**src/hdl/round_robin_thread_scheduler_core_defines.svh**
```systemverilog
// assertion macros shared by the scheduler rtl
`ifndef ROUND_ROBIN_THREAD_SCHEDULER_CORE_DEFINES_SVH
`define ROUND_ROBIN_THREAD_SCHEDULER_CORE_DEFINES_SVH

// same-cycle implication
`define RRTS_ASSERT_NOW(label, clk, rst, ante, cons) \
   label: assert property (@(posedge clk) disable iff (rst) (ante) |-> (cons)) \
      else $error("scheduler check failed");

// next-cycle implication
`define RRTS_ASSERT_NEXT(label, clk, rst, ante, cons) \
   label: assert property (@(posedge clk) disable iff (rst) (ante) |=> (cons)) \
      else $error("scheduler check failed");

`endif

```
**src/hdl/rrts_pkg.sv**
```systemverilog
`timescale 1ns / 1ps
// ----------------------------------------------------------------------------
// rrts_pkg
// types and codes of the round-robin thread scheduler
// ----------------------------------------------------------------------------
package rrts_pkg;

   localparam int OUT_ID_W = 16;

   // register byte addresses on the apb port
   localparam logic [1:0] CSR_ENABLE = 2'd0;

   typedef enum logic [2:0] {
      OP_CREATE  = 3'd0,
      OP_JOIN    = 3'd1,
      OP_PREEMPT = 3'd2,
      OP_FINISH  = 3'd3,
      OP_DESTROY = 3'd4,
      OP_SELF    = 3'd5
   } op_type;

   typedef enum logic [3:0] {
      ST_IDLE,
      ST_SCAN,
      ST_SCAN_CHK,
      ST_RUN_WAIT,
      ST_JNR_WAIT,
      ST_DISP,
      ST_DISP_RING,
      ST_DISP_REC,
      ST_RESP
   } state_type;

   localparam logic [1:0] SS_READY    = 2'd0;
   localparam logic [1:0] SS_RUNNING  = 2'd1;
   localparam logic [1:0] SS_BLOCKED  = 2'd2;
   localparam logic [1:0] SS_FINISHED = 2'd3;

endpackage

```
**src/hdl/round_robin_thread_scheduler_core.sv**
```systemverilog
`timescale 1ns / 1ps
// ----------------------------------------------------------------------------
// round_robin_thread_scheduler_core
// thread table and fifo ready queue with create, join, yield, self, finish, destroy
// ----------------------------------------------------------------------------
// a request is taken when start is high and busy is low; busy then stays high
// until the response has been shown. the response is on the rsp_ ports for
// exactly one cycle, marked by rsp_valid; the receiver cannot stall it.
// one request is handled at a time. a dispatch reads the ready queue head and
// then the slot record; preempt/finish do a read-modify-write of the running
// slot. create, join and destroy scan the slot memory: create checks one slot
// a cycle, join and destroy pass a read state and a check state for each slot
// (memory read latency).
// slot records (id, status, joiner) sit in one memory, the ready queue in a
// second; slot entries never written read as their reset value via valid bits.
// reset restores the main thread (id 0) as running and clears enable; the apb
// port (enable at address 0) should only be written while busy is low.
// ----------------------------------------------------------------------------
module round_robin_thread_scheduler_core #(
   parameter int MAX_SLOTS = 16,
   parameter int ID_BITS   = 16
) (
   input  logic                           clock,
   input  logic                           reset,
   input  logic                           start,
   output logic                           busy,
   input  logic [2:0]                     req_operation,
   input  logic [rrts_pkg::OUT_ID_W-1:0]  req_target_id,
   output logic                           rsp_valid,
   output logic                           rsp_status,
   output logic [rrts_pkg::OUT_ID_W-1:0]  rsp_result_id,
   output logic                           rsp_running_valid,
   output logic [rrts_pkg::OUT_ID_W-1:0]  rsp_running_id,
   output logic                           rsp_switched,
   input  logic                           psel,
   input  logic                           penable,
   input  logic                           pwrite,
   input  logic [1:0]                     paddr,
   input  logic [31:0]                    pwdata,
   output logic [31:0]                    prdata,
   output logic                           pready
);
   import rrts_pkg::*;
   `include "round_robin_thread_scheduler_core_defines.svh"

   localparam int SLOT_W = $clog2(MAX_SLOTS);
   localparam int CNT_W  = SLOT_W + 1;
   localparam int REC_W  = ID_BITS + 3 + SLOT_W;
   localparam int CMP_W  = (ID_BITS > OUT_ID_W) ? ID_BITS : OUT_ID_W;
   localparam logic [SLOT_W-1:0] LAST_SLOT = SLOT_W'(MAX_SLOTS - 1);

   state_type             state_ff, state_in;
   logic                  enable_ff;
   logic [2:0]            op_ff, op_in;
   logic [OUT_ID_W-1:0]   tid_ff, tid_in;
   logic [SLOT_W-1:0]     scan_idx_ff, scan_idx_in;
   logic [MAX_SLOTS-1:0]  used_ff, used_in;
   logic [MAX_SLOTS-1:0]  valid_ff, valid_in;
   logic [SLOT_W-1:0]     head_ff, head_in, tail_ff, tail_in;
   logic [CNT_W-1:0]      count_ff, count_in;
   logic [SLOT_W-1:0]     running_slot_ff, running_slot_in;
   logic                  running_flag_ff, running_flag_in;
   logic [ID_BITS-1:0]    running_id_ff, running_id_in;
   logic [ID_BITS:0]      next_id_ff, next_id_in;
   logic [SLOT_W-1:0]     rd_addr_ff;
   logic                  status_ff, status_in;
   logic [OUT_ID_W-1:0]   result_ff, result_in;
   logic                  sw_ff, sw_in;

   logic                  slot_we;
   logic [SLOT_W-1:0]     slot_waddr, slot_raddr;
   logic [REC_W-1:0]      slot_wdata, slot_q;
   logic                  ring_we;
   logic [SLOT_W-1:0]     ring_waddr, ring_raddr, ring_wdata, ring_q;
   logic                  push_req;
   logic [SLOT_W-1:0]     push_slot;

   logic [ID_BITS-1:0]    rec_id;
   logic [1:0]            rec_st;
   logic                  rec_jv;
   logic [SLOT_W-1:0]     rec_jn;
   logic                  id_match, scan_last, ids_left, can_push, join_ok;
   logic [CMP_W-1:0]      run_id_ext;

   rrts_ram #(.WIDTH(REC_W), .DEPTH(MAX_SLOTS)) u_slot_ram (
      .clock(clock), .we(slot_we), .waddr(slot_waddr), .wdata(slot_wdata),
      .raddr(slot_raddr), .rdata(slot_q)
   );

   rrts_ram #(.WIDTH(SLOT_W), .DEPTH(MAX_SLOTS)) u_ring_ram (
      .clock(clock), .we(ring_we), .waddr(ring_waddr), .wdata(ring_wdata),
      .raddr(ring_raddr), .rdata(ring_q)
   );

   // a slot never written reads as its reset record
   always_comb begin
      if (valid_ff[rd_addr_ff]) begin
         rec_id = slot_q[REC_W-1 -: ID_BITS];
         rec_st = slot_q[SLOT_W+2:SLOT_W+1];
         rec_jv = slot_q[SLOT_W];
         rec_jn = slot_q[SLOT_W-1:0];
      end else begin
         rec_id = '0;
         rec_st = (rd_addr_ff == '0) ? SS_RUNNING : SS_READY;
         rec_jv = 1'b0;
         rec_jn = '0;
      end
   end

   assign run_id_ext = CMP_W'(running_id_ff);
   assign id_match   = used_ff[rd_addr_ff] && (CMP_W'(rec_id) == CMP_W'(tid_ff));
   assign scan_last  = (scan_idx_ff == LAST_SLOT);
   assign ids_left   = !next_id_ff[ID_BITS];
   assign can_push   = (count_ff < CNT_W'(MAX_SLOTS));
   assign join_ok    = running_flag_ff && (CMP_W'(req_target_id) != run_id_ext);

   // next state
   always_comb begin
      state_in = state_ff;
      unique case (state_ff)
         ST_IDLE: begin
            if (start) begin
               if (!enable_ff) begin
                  state_in = ST_RESP;
               end else begin
                  case (req_operation) inside
                     OP_CREATE:  state_in = ST_SCAN;
                     OP_JOIN:    state_in = join_ok ? ST_SCAN : ST_DISP;
                     OP_DESTROY: state_in = (req_target_id != '0) ? ST_SCAN : ST_DISP;
                     OP_PREEMPT, OP_FINISH:
                                 state_in = running_flag_ff ? ST_RUN_WAIT : ST_DISP;
                     default:    state_in = ST_DISP;
                  endcase
               end
            end
         end
         ST_SCAN: begin
            if (op_ff == OP_CREATE) begin
               if (!used_ff[scan_idx_ff] || scan_last) begin
                  state_in = ST_DISP;
               end
            end else begin
               state_in = ST_SCAN_CHK;
            end
         end
         ST_SCAN_CHK: begin
            if (id_match) begin
               state_in = (op_ff == OP_JOIN && rec_st != SS_FINISHED) ? ST_RUN_WAIT
                                                                     : ST_DISP;
            end else begin
               state_in = scan_last ? ST_DISP : ST_SCAN;
            end
         end
         ST_RUN_WAIT: begin
            state_in = (op_ff == OP_FINISH && rec_jv && used_ff[rec_jn]) ? ST_JNR_WAIT
                                                                        : ST_DISP;
         end
         ST_JNR_WAIT:  state_in = ST_DISP;
         ST_DISP: begin
            state_in = (!running_flag_ff && count_ff != '0) ? ST_DISP_RING : ST_RESP;
         end
         ST_DISP_RING: state_in = ST_DISP_REC;
         ST_DISP_REC:  state_in = ST_RESP;
         ST_RESP:      state_in = ST_IDLE;
         default:      state_in = ST_IDLE;
      endcase
   end

   // datapath and memory control
   always_comb begin
      op_in           = op_ff;
      tid_in          = tid_ff;
      scan_idx_in     = scan_idx_ff;
      used_in         = used_ff;
      valid_in        = valid_ff;
      head_in         = head_ff;
      tail_in         = tail_ff;
      count_in        = count_ff;
      running_slot_in = running_slot_ff;
      running_flag_in = running_flag_ff;
      running_id_in   = running_id_ff;
      next_id_in      = next_id_ff;
      status_in       = status_ff;
      result_in       = result_ff;
      sw_in           = sw_ff;
      slot_we         = 1'b0;
      slot_waddr      = running_slot_ff;
      slot_wdata      = '0;
      slot_raddr      = running_slot_ff;
      ring_raddr      = head_ff;
      push_req        = 1'b0;
      push_slot       = running_slot_ff;

      unique case (state_ff)
         ST_IDLE: begin
            if (start) begin
               op_in       = req_operation;
               tid_in      = req_target_id;
               scan_idx_in = '0;
               status_in   = 1'b1;
               result_in   = '0;
               sw_in       = 1'b0;
               if (enable_ff && req_operation == OP_SELF && running_flag_ff) begin
                  status_in = 1'b0;
                  result_in = run_id_ext[OUT_ID_W-1:0];
               end
            end
         end
         ST_SCAN: begin
            slot_raddr = scan_idx_ff;
            if (op_ff == OP_CREATE) begin
               if (!used_ff[scan_idx_ff]) begin
                  if (ids_left) begin
                     slot_we    = 1'b1;
                     slot_waddr = scan_idx_ff;
                     slot_wdata = {next_id_ff[ID_BITS-1:0], SS_READY, 1'b0, SLOT_W'(0)};
                     used_in[scan_idx_ff] = 1'b1;
                     push_req   = 1'b1;
                     push_slot  = scan_idx_ff;
                     result_in  = OUT_ID_W'(next_id_ff);
                     next_id_in = next_id_ff + 1'b1;
                     status_in  = 1'b0;
                  end
               end else if (!scan_last) begin
                  scan_idx_in = scan_idx_ff + 1'b1;
               end
            end
         end
         ST_SCAN_CHK: begin
            if (id_match) begin
               if (op_ff == OP_JOIN) begin
                  status_in = 1'b0;
                  if (rec_st != SS_FINISHED) begin
                     slot_we    = 1'b1;
                     slot_waddr = rd_addr_ff;
                     slot_wdata = {rec_id, rec_st, 1'b1, running_slot_ff};
                  end
               end else if (rd_addr_ff != '0 && rec_st == SS_FINISHED) begin
                  used_in[rd_addr_ff] = 1'b0;
                  status_in = 1'b0;
               end
            end else if (!scan_last) begin
               scan_idx_in = scan_idx_ff + 1'b1;
            end
         end
         ST_RUN_WAIT: begin
            slot_we         = 1'b1;
            running_flag_in = 1'b0;
            status_in       = 1'b0;
            case (op_ff)
               OP_JOIN:    slot_wdata = {rec_id, SS_BLOCKED, rec_jv, rec_jn};
               OP_PREEMPT: begin
                  slot_wdata = {rec_id, SS_READY, rec_jv, rec_jn};
                  push_req   = 1'b1;
               end
               default: begin
                  slot_wdata = {rec_id, SS_FINISHED, 1'b0, rec_jn};
                  slot_raddr = rec_jn;
               end
            endcase
         end
         ST_JNR_WAIT: begin
            if (rec_st == SS_BLOCKED) begin
               slot_we    = 1'b1;
               slot_waddr = rd_addr_ff;
               slot_wdata = {rec_id, SS_READY, rec_jv, rec_jn};
               push_req   = 1'b1;
               push_slot  = rd_addr_ff;
            end
         end
         ST_DISP: begin
            ring_raddr = head_ff;
         end
         ST_DISP_RING: begin
            slot_raddr = ring_q;
            head_in    = (head_ff == LAST_SLOT) ? '0 : head_ff + 1'b1;
            count_in   = count_ff - 1'b1;
         end
         ST_DISP_REC: begin
            slot_we         = 1'b1;
            slot_waddr      = rd_addr_ff;
            slot_wdata      = {rec_id, SS_RUNNING, rec_jv, rec_jn};
            running_slot_in = rd_addr_ff;
            running_id_in   = rec_id;
            running_flag_in = 1'b1;
            sw_in           = 1'b1;
         end
         ST_RESP: begin
         end
         default: begin
         end
      endcase

      if (slot_we) begin
         valid_in[slot_waddr] = 1'b1;
      end
      ring_we    = push_req && can_push;
      ring_waddr = tail_ff;
      ring_wdata = push_slot;
      if (ring_we) begin
         tail_in  = (tail_ff == LAST_SLOT) ? '0 : tail_ff + 1'b1;
         count_in = count_ff + 1'b1;
      end
   end

   always_ff @(posedge clock) begin
      if (reset) begin
         state_ff        <= ST_IDLE;
         enable_ff       <= 1'b0;
         used_ff         <= MAX_SLOTS'(1);
         valid_ff        <= '0;
         head_ff         <= '0;
         tail_ff         <= '0;
         count_ff        <= '0;
         running_slot_ff <= '0;
         running_flag_ff <= 1'b1;
         running_id_ff   <= '0;
         next_id_ff      <= (ID_BITS + 1)'(1);
      end else begin
         state_ff        <= state_in;
         used_ff         <= used_in;
         valid_ff        <= valid_in;
         head_ff         <= head_in;
         tail_ff         <= tail_in;
         count_ff        <= count_in;
         running_slot_ff <= running_slot_in;
         running_flag_ff <= running_flag_in;
         running_id_ff   <= running_id_in;
         next_id_ff      <= next_id_in;
         if (psel && penable && pwrite && paddr == CSR_ENABLE) begin
            enable_ff <= pwdata[0];
         end
      end
   end

   always_ff @(posedge clock) begin
      op_ff       <= op_in;
      tid_ff      <= tid_in;
      scan_idx_ff <= scan_idx_in;
      rd_addr_ff  <= slot_raddr;
      status_ff   <= status_in;
      result_ff   <= result_in;
      sw_ff       <= sw_in;
   end

   assign busy              = (state_ff != ST_IDLE);
   assign rsp_valid         = (state_ff == ST_RESP);
   assign rsp_status        = status_ff;
   assign rsp_result_id     = result_ff;
   assign rsp_running_valid = running_flag_ff;
   assign rsp_running_id    = running_flag_ff ? run_id_ext[OUT_ID_W-1:0] : '0;
   assign rsp_switched      = sw_ff;
   assign prdata            = (paddr == CSR_ENABLE) ? {31'b0, enable_ff} : '0;
   assign pready            = 1'b1;

   `RRTS_ASSERT_NEXT(a_resp_then_idle, clock, reset, rsp_valid, !busy)
   `RRTS_ASSERT_NEXT(a_accept_busy, clock, reset, start && !busy, busy)
   `RRTS_ASSERT_NOW(a_switch_runs, clock, reset, rsp_valid && rsp_switched, rsp_running_valid)
   `RRTS_ASSERT_NOW(a_ring_bound, clock, reset, 1'b1, count_ff <= CNT_W'(MAX_SLOTS))
endmodule

```
**src/hdl/rrts_ram.sv**
```systemverilog
`timescale 1ns / 1ps
// ----------------------------------------------------------------------------
// rrts_ram
// simple dual-port ram, one write and one registered read port
// ----------------------------------------------------------------------------
module rrts_ram #(
   parameter int WIDTH = 8,
   parameter int DEPTH = 16
) (
   input  logic                     clock,
   input  logic                     we,
   input  logic [$clog2(DEPTH)-1:0] waddr,
   input  logic [WIDTH-1:0]         wdata,
   input  logic [$clog2(DEPTH)-1:0] raddr,
   output logic [WIDTH-1:0]         rdata
);
   logic [WIDTH-1:0] mem [DEPTH];

   always_ff @(posedge clock) begin
      if (we) begin
         mem[waddr] <= wdata;
      end
      rdata <= mem[raddr];
   end
endmodule

```
**config.mk**
```make
export PLATFORM = sky130hd
export DESIGN_NAME = round_robin_thread_scheduler_core
export DESIGN_NICKNAME = d
export VERILOG_FILES = /design/src/hdl/rrts_pkg.sv /design/src/hdl/round_robin_thread_scheduler_core.sv /design/src/hdl/rrts_ram.sv
export VERILOG_INCLUDE_DIRS = /design/src /design/src/hdl
export SDC_FILE = /design/constraint.sdc
export NUM_CORES = 1
export LEC_CHECK = 0
export ABC_CLOCK_PERIOD_IN_PS = 10200
export BUFFER_PORTS_ARGS = -buffer_cell sky130_fd_sc_hd__buf_2
export CORE_ASPECT_RATIO = 1.75
export CORE_MARGIN = 5
export CORE_UTILIZATION = 50
export CTS_CLUSTER_SIZE = 10
export DETAILED_ROUTE_END_ITERATION = 10
export PLACE_DENSITY = 0.67
export SLEW_MARGIN = 15
export SYNTH_ARGS = -nofsm -noshare
export SYNTH_HDL_FRONTEND = slang
export SYNTH_SLANG_ARGS = --single-unit
```
**constraint.sdc**
```tcl
create_clock -name clock -period 10.2 [get_ports clock]
set_input_delay 2.04 -clock clock [delete_from_list [all_inputs] [get_ports clock]]
set_output_delay 2.04 -clock clock [all_outputs]
set_load 0.01 [all_outputs]
```
After elaboration in Yosys (flattened, before gate mapping)

Memories as Yosys holds them, arrays and structs flattened. A register that Yosys moved wholly into a read port is not among the register bits.
Index checks and enable logic that the tools add are counted.

Bits in registers: 133
Latch bits: 0
Memory bits (writable): 432
Bits in read-only memories: 0
Output and inout port bits: 70
Word-level logic and storage cells: 231
Memories kept: 2

Add/sub/neg operators: 6
Multipliers: 0
Div/mod/pow operators: 0
Magnitude comparators: 8
Eq/ne operators: 35
Shift-type cells: 0
Muxes and demuxes: 108
Bitwise gates (word level): 6
Reductions and logical operators: 47

Memories:

| name           | depth | width | read ports | clocked after memory_dff | wr ports | line           | source |
|---|---|---|---|---|---|---|---|
| u_slot_ram.mem | 16    | 23    | 1          | 1                        | 1        | rrts_ram.sv:17 | `logic [WIDTH-1:0] mem [DEPTH];` |
| u_ring_ram.mem | 16    | 4     | 1          | 1                        | 1        | rrts_ram.sv:17 |  |

Operators by type and width:

| cell                                                                          | number |
|---|---|
| 16-bit 2-to-1 mux                                                             | 13 |
| 23-bit 2-to-1 mux                                                             | 7 |
| 23-bit case mux with 5 select lines                                           | 1 |
| 4-bit 2-to-1 mux                                                              | 21 |
| 16-bit case mux with 2 select lines                                           | 2 |
| 1-bit 2-to-1 mux                                                              | 32 |
| 16-bit OR                                                                     | 2 |
| 4-bit case mux with 8 select lines                                            | 1 |
| 3-bit 2-to-1 mux                                                              | 10 |
| 4-bit case mux with 3 select lines                                            | 2 |
| 4-bit by 5-bit less-than comparator with 1-bit output (second input constant) | 4 |
| 2-bit inequality test (second input constant)                                 | 10 |
| 17-bit by 1-bit adder with 17-bit output (second input constant)              | 1 |
| 17-bit 2-to-1 mux                                                             | 1 |
| 16-bit AND                                                                    | 1 |
| 1-bit binary-select mux with 4-bit select                                     | 4 |
| 16-bit == test                                                                | 1 |
| 4-bit by 3-bit == test with 1-bit output (second input constant)              | 4 |
| 4-bit == test (second input constant)                                         | 4 |
| 1-bit logical AND                                                             | 16 |
| 16-bit inequality test                                                        | 1 |
| 16-bit inverter                                                               | 1 |
| 4-bit case mux with 4 select lines                                            | 1 |
| 16-bit nonzero test                                                           | 1 |
| other kinds (36)                                                              | 69 |

Depth between registers and ports, before layout

Depth in word-level cells: 13
Gate-level depth with buffers: 17
Depth with buffers taken out: 14

Cells and area by module

Synthesis repeated with hierarchy kept, for this count alone.

Cells, all modules: 1676
Area, all modules: 24931.4 um^2

By module, submodules not included:

| module                            | times used | cells an instance | area an instance (um^2) |
|---|---|---|---|
| rrts_ram (u_slot_ram)             | 1          | 608               | 14308.7 |
| round_robin_thread_scheduler_core | 1          | 938               | 7956.4 |
| rrts_ram (u_ring_ram)             | 1          | 130               | 2666.3 |

Least setup slack after synthesis

OpenSTA, ideal clock, no wires.

Path kind: register to register
Start point: register rd_addr_ff[2]
End point: memory u_slot_ram.mem[6][0] (netlist name), enable pin
Setup time: 0.403 ns
Arrival: 4.139 ns
Required time: 9.797 ns
Path slack: 5.658 ns
Stages on the path, launching flop included: 13
Buffers on the path: 2
Period minus slack after synthesis: 4.542 ns
Path through: dfxtp_1 -> buf_6 -> mux2i_1 -> a22o_4 -> or3_1 -> buf_2 -> a211oi_2 -> a2bb2o_4 -> or2_1 -> o41ai_4 -> a21oi_1 -> a2111o_1 -> nor2_1

Cells in the longest elaborated chain, start to end: 10
Elaborated cells on any way between the ends: 24

RTL lines:

| what                                                                           | line                                                                              | source |
|---|---|---|
| start, declared                                                                | round_robin_thread_scheduler_core.sv:65                                           | `logic [SLOT_W-1:0] rd_addr_ff;` |
| start signal, assigned                                                         | round_robin_thread_scheduler_core.sv:340                                          | `rd_addr_ff <= slot_raddr;` |
| 1-bit binary-select mux with 4-bit select or 4-bit logical NOT (tied branches) | round_robin_thread_scheduler_core.sv:97, round_robin_thread_scheduler_core.sv:104 |  |
| 1-bit 2-to-1 mux, on equally long branches                                     | round_robin_thread_scheduler_core.sv:97, round_robin_thread_scheduler_core.sv:104 |  |
| 2-bit 2-to-1 mux                                                               | round_robin_thread_scheduler_core.sv:97                                           | `if (valid_ff[rd_addr_ff]) begin` |
| 2-bit inequality test                                                          | round_robin_thread_scheduler_core.sv:233                                          | `if (rec_st != SS_FINISHED) begin` |
| 1-bit 2-to-1 mux                                                               | round_robin_thread_scheduler_core.sv:233                                          |  |
| 1-bit 2-to-1 mux                                                               | round_robin_thread_scheduler_core.sv:231                                          | `if (op_ff == OP_JOIN) begin` |
| 1-bit 2-to-1 mux                                                               | round_robin_thread_scheduler_core.sv:230                                          | `if (id_match) begin` |
| 1-bit case mux with 4 select lines                                             | round_robin_thread_scheduler_core.sv:194                                          | `unique case (state_ff)` |
| 1-bit 2-to-1 mux                                                               | rrts_ram.sv:20                                                                    | `if (we) begin` |
| 1-bit 2-to-1 mux (implied by the code)                                         | rrts_ram.sv:21                                                                    | `mem[waddr] <= wdata;` |
| end, declared                                                                  | rrts_ram.sv:17                                                                    |  |

Parallel ways exist; a longest one is shown, timed or not. The select of a mux whose other input is x is not followed.

Final worst setup path

Start point: register rd_addr_ff[1]
End point: memory u_slot_ram.mem[1][0] (netlist name), enable pin

The elaborated chain is that of the path after synthesis.

==> results by group <==
Worst setup path
  • Worst path arrival time: ~6.3 ns
  • Max FO, Critical Path: 23
  • Crit Path Class: flop to flop
  • Reg-to-reg endpoint: u_slot_ram.mem[1][0]
  • Crit. Startpoint: rd_addr_ff[1]
  • R2R depth: 10
  • Critical Path End Type: flop
  • Worst path cell trace: nand2_1 > a211oi_2 > or3_1 > a21oi_1 > o32ai_1 > nand4_2 > o41ai_2 > and2_1 > o2111ai_1 > nor2_4
  • Slowest cell on the critical path: nor2_4
  • Crit path launch type: flop
  • Reg2reg setup slack: 4.09 ns
  • Crit-path max cell delay: 1.02 ns
  • Reg-to-Reg Start: rd_addr_ff[1]
  • Req. time, crit path: approximately 10 ns
  • Worst Setup EP: u_slot_ram.mem[1][0]

Clocking
  • CTS tree: built
  • Skew-Pair Late Insertion Delay: 0.60 ns
  • CTS Root Cell: clkbuf_16
  • CTS resizes: 0
  • Setup Fix Bufs, Post-CTS: 0
  • Maximum buffer depth of the clock tree: 3
  • Clock sink total: a little under 600
  • H-tree depth: 3
  • CTS Buf Count: 69
  • Clock-pin slew on the worst setup and hold paths: about 0.060 ns
  • # hold bufs at CTS: 0

Drt
  • DR DRC count: 0
  • Drt wl/cell: about 23 µm
  • WL final: between 60 and 70 mm
  • Iter 0 DRT Violations: slightly below 2000
  • Post-route ant nets: 0
  • 1st-pass router iterations: 7
  • Vias: roughly 18000
  • Via density: between 6 and 7

Power
  • Psw: 997 µW
  • Sw frac: 20.2%
  • Power per cell area: between 150 and 200 mW/mm²
  • Sequential power share: 52.8%
  • Gate power share: roughly 1.6%
  • Leak Pwr: 9.34 nW
  • Cell internal pwr: between 3 and 4 mW
  • Clock power share: a little under half
  • Peak supply drop: 0.128 mV

Logic synthesis
  • Post-Synthesis Cell Area: 0.0257 mm²
  • Seq/Total Area, Yosys: between 60 and 70%
  • Synth Area in Adders: less than 1%
  • Synth Area in Simple Gates: between 10% and 20%
  • Mux cell area share after synthesis: 3.42%
  • Largest family of logic cells by synthesized area: simple AND/OR/NAND/NOR gates
  • Post-synth cell types: 84
  • Cells after synthesis: 2191
  • #FFs+latches synth: between 500 and 600
  • Synth Area per Inst: 11.7 µm²
  • Synthesis Warnings: 0
  • Synth Area in XOR/XNOR: 1.33%
  • Post-synthesis compound-gate area fraction: about a tenth
  • Ys flop type: edfxtp_1
  • FFs w/ async S/R, synth: 0%
  • EDFF count, synth: 473

Place
  • GPL Wtd Cong: approximately 0.91
  • Cell Area, Placed: about 0.027 mm²
  • Buffers on Ports: 65
  • Detail Placement HPWL: between 40 and 50 mm

Final layout
  • Fillers: 4133
  • Share of layout cells above drive strength 1: between 10% and 20%
  • Nets: 2289
  • Commonest non-fill, non-tap cell in the layout: edfxtp_1
  • # diodes: 0
  • Storage cell area: ~0.017 mm²
  • Area Growth Syn to Fin: 11.2%
  • Finished Cell Area: roughly 0.029 mm²
  • Area occupied by multi-input gates: between 0.008 and 0.009 mm²
  • Commonest cells after routing, fill and taps aside: edfxtp_1 (473), nand2_1 (428), nand3_1 (224)

Floorplan
  • Die Ht: around 310 µm
  • Initial Util: approximately 50%
  • Num rows: 110
  • Core Region: 0.0512 mm²
  • Die area: approximately 0.056 mm²
  • Horiz. Die Dim: 181 µm
  • I/O pins: between 100 and 150

Run
  • Max-cap violations: 0

GRT
  • Initial antenna violation count: 0
  • Global Route met3 Usage: 3.72%
  • Number of global-route vias before repair: ~18000
  • Grt met1 use: 27.3%
  • First-pass GRT wire length: between 100 and 150 mm
  • M2 GR Usage: about 42%
  • Grt peak-use layer: met2
  • Largest net degree at the start of global routing: around 150
  • Gr usage total: 23.7%
  • Total gr overflow: 0

STA
  • Setup Skew: around 0.03 ns
  • Worst rel slew slack: roughly a quarter
  • Fin crit share: about three fifths
  • Least-Margin Pin Slew: roughly 1.1 ns
  • Max Slew Vio Count: 0
  • Final min period: between 6 and 7 ns
  • Setup TNS: 0 ns
  • F_max: approximately 0.16 GHz
  • Final setup viols: 0
  • RSZ-0062 raised after global routing: false
  • Fin. Hold Viols: 0

Min path
  • Hold Path Class: flop to flop
  • Hold Path Origin: valid_ff[4]

Run status
  • Run status: complete, no violations
==> state kept, by name, summed over array words and instances, names as in the netlist, 3 cells and up <==
name,cells
run_id_ext,16
u_ring_ram.rdata,4
u_slot_ram.mem,368
rsp_result_id,16
rd_addr_ff,4
head_ff,4
used_ff,16
tid_ff,16
u_slot_ram.rdata,23
u_ring_ram.mem,64
state_ff,4
valid_ff,16
scan_idx_ff,4
count_ff,5
next_id_ff,17
ring_waddr,4
op_ff,3
running_slot_ff,4
==> worst min-delay path by stage <==
stage / endpoint / slack (ns) / cells after the start
finish: valid_ff[4] / 0.45 / 2
global route: valid_ff[4] / 0.48 / 2
CTS: valid_ff[4] / 0.45 / 2
detailed placement: valid_ff[4] / 0.45 / 2
global placement: valid_ff[0] / 0.43 / 2
floorplan: valid_ff[15] / 0.42 / 2
==> synth_stat cells (19+ instances only) <==
| cell | count | area share (%) |
|---|---|---|
| nand3_1 | 224 | 4.4 |
| nor2_1 | 103 | 1.5 |
| a311oi_1 | 49 | 1.7 |
| buf_4 | 34 | 0.99 |
| a22o_1 | 19 | 0.65 |
| inv_1 | 28 | 0.41 |
| a31oi_1 | 33 | 0.80 |
| nor3_1 | 23 | 0.45 |
| edfxtp_1 | 473 | 55 |
| o21ai_0 | 42 | 0.82 |
| nand2_1 | 428 | 6.2 |
| a211oi_1 | 29 | 0.85 |
| nand2b_1 | 20 | 0.49 |
| mux4_2 | 31 | 2.7 |
| xor2_1 | 29 | 0.99 |
| dfxtp_1 | 119 | 9.3 |
| nor2b_1 | 34 | 0.83 |
| and2_1 | 29 | 0.71 |
| clkbuf_1 | 127 | 1.9 |
| a21oi_1 | 79 | 1.5 |
==> layout make-up <==
| cell class | instances | area share [%] |
|---|---|---|
| clock buffer | 116 | 6.92 |
| multi-input combinational | 1425 | 29.5 |
| timing repair buffer | 98 | 2.05 |
| clock inverter | 4 | 0.184 |
| sequential | 592 | 58.0 |
| tap | 672 | 2.94 |
| inverter | 30 | 0.407 |
==> layer usage <==
| metal | vias to the layer above | routed length (µm) |
|---|---|---|
| li1 | 8093 | - |
| met2 | 868 | 35100 |
| met5 | - | 0 |
| met1 | 8831 | 24800 |
| met3 | 242 | 4470 |
| met4 | 0 | 3840 |
==> stage by stage <==
step	setup WS, ns	hold slack, ns	utilization (%)	total power [mW]	cells
after floorplan	5.66	0.424	-	2.71	2221
after global placement	4.39	0.434	51.9	2.73	2817
after detailed placement	4.26	0.445	51.9	2.73	2817
after CTS	4.19	0.454	55.8	4.96	2937
after global routing	3.81	0.485	55.8	5.07	2937
final	4.09	0.449	55.8	4.93	2937
==> worst max-delay path: cells and delay by family (launching register included) <==
family,cells,cell delay [ns]
and+or+nand+nor,5,2.48
AOI/OAI and AO/OA,5,2.29
DFF,1,0.91
==> power by group through the flow <==
stage / logic (mW) / clock network, mW / registers [mW]
floorplan: 0.0604 / 0 / 2.65
global placement: 0.0785 / 0 / 2.65
detailed placement: 0.0792 / 0 / 2.65
CTS: 0.0797 / 2.27 / 2.60
global route: 0.0865 / 2.37 / 2.60
finish: 0.0808 / 2.24 / 2.60
==> cell families (layout without fill, tap and decap cells) <==
group / Yosys count / count (layout)
simple gates: 939 / 939
xor+xnor: 39 / 39
flops: 592 / 592
mux: 49 / 49
other cells: 2 / 32
fa+ha+maj: 14 / 14
buf+inv: 204 / 248
compound gates: 352 / 352
Note: power is estimated with default switching activity, not from simulation.
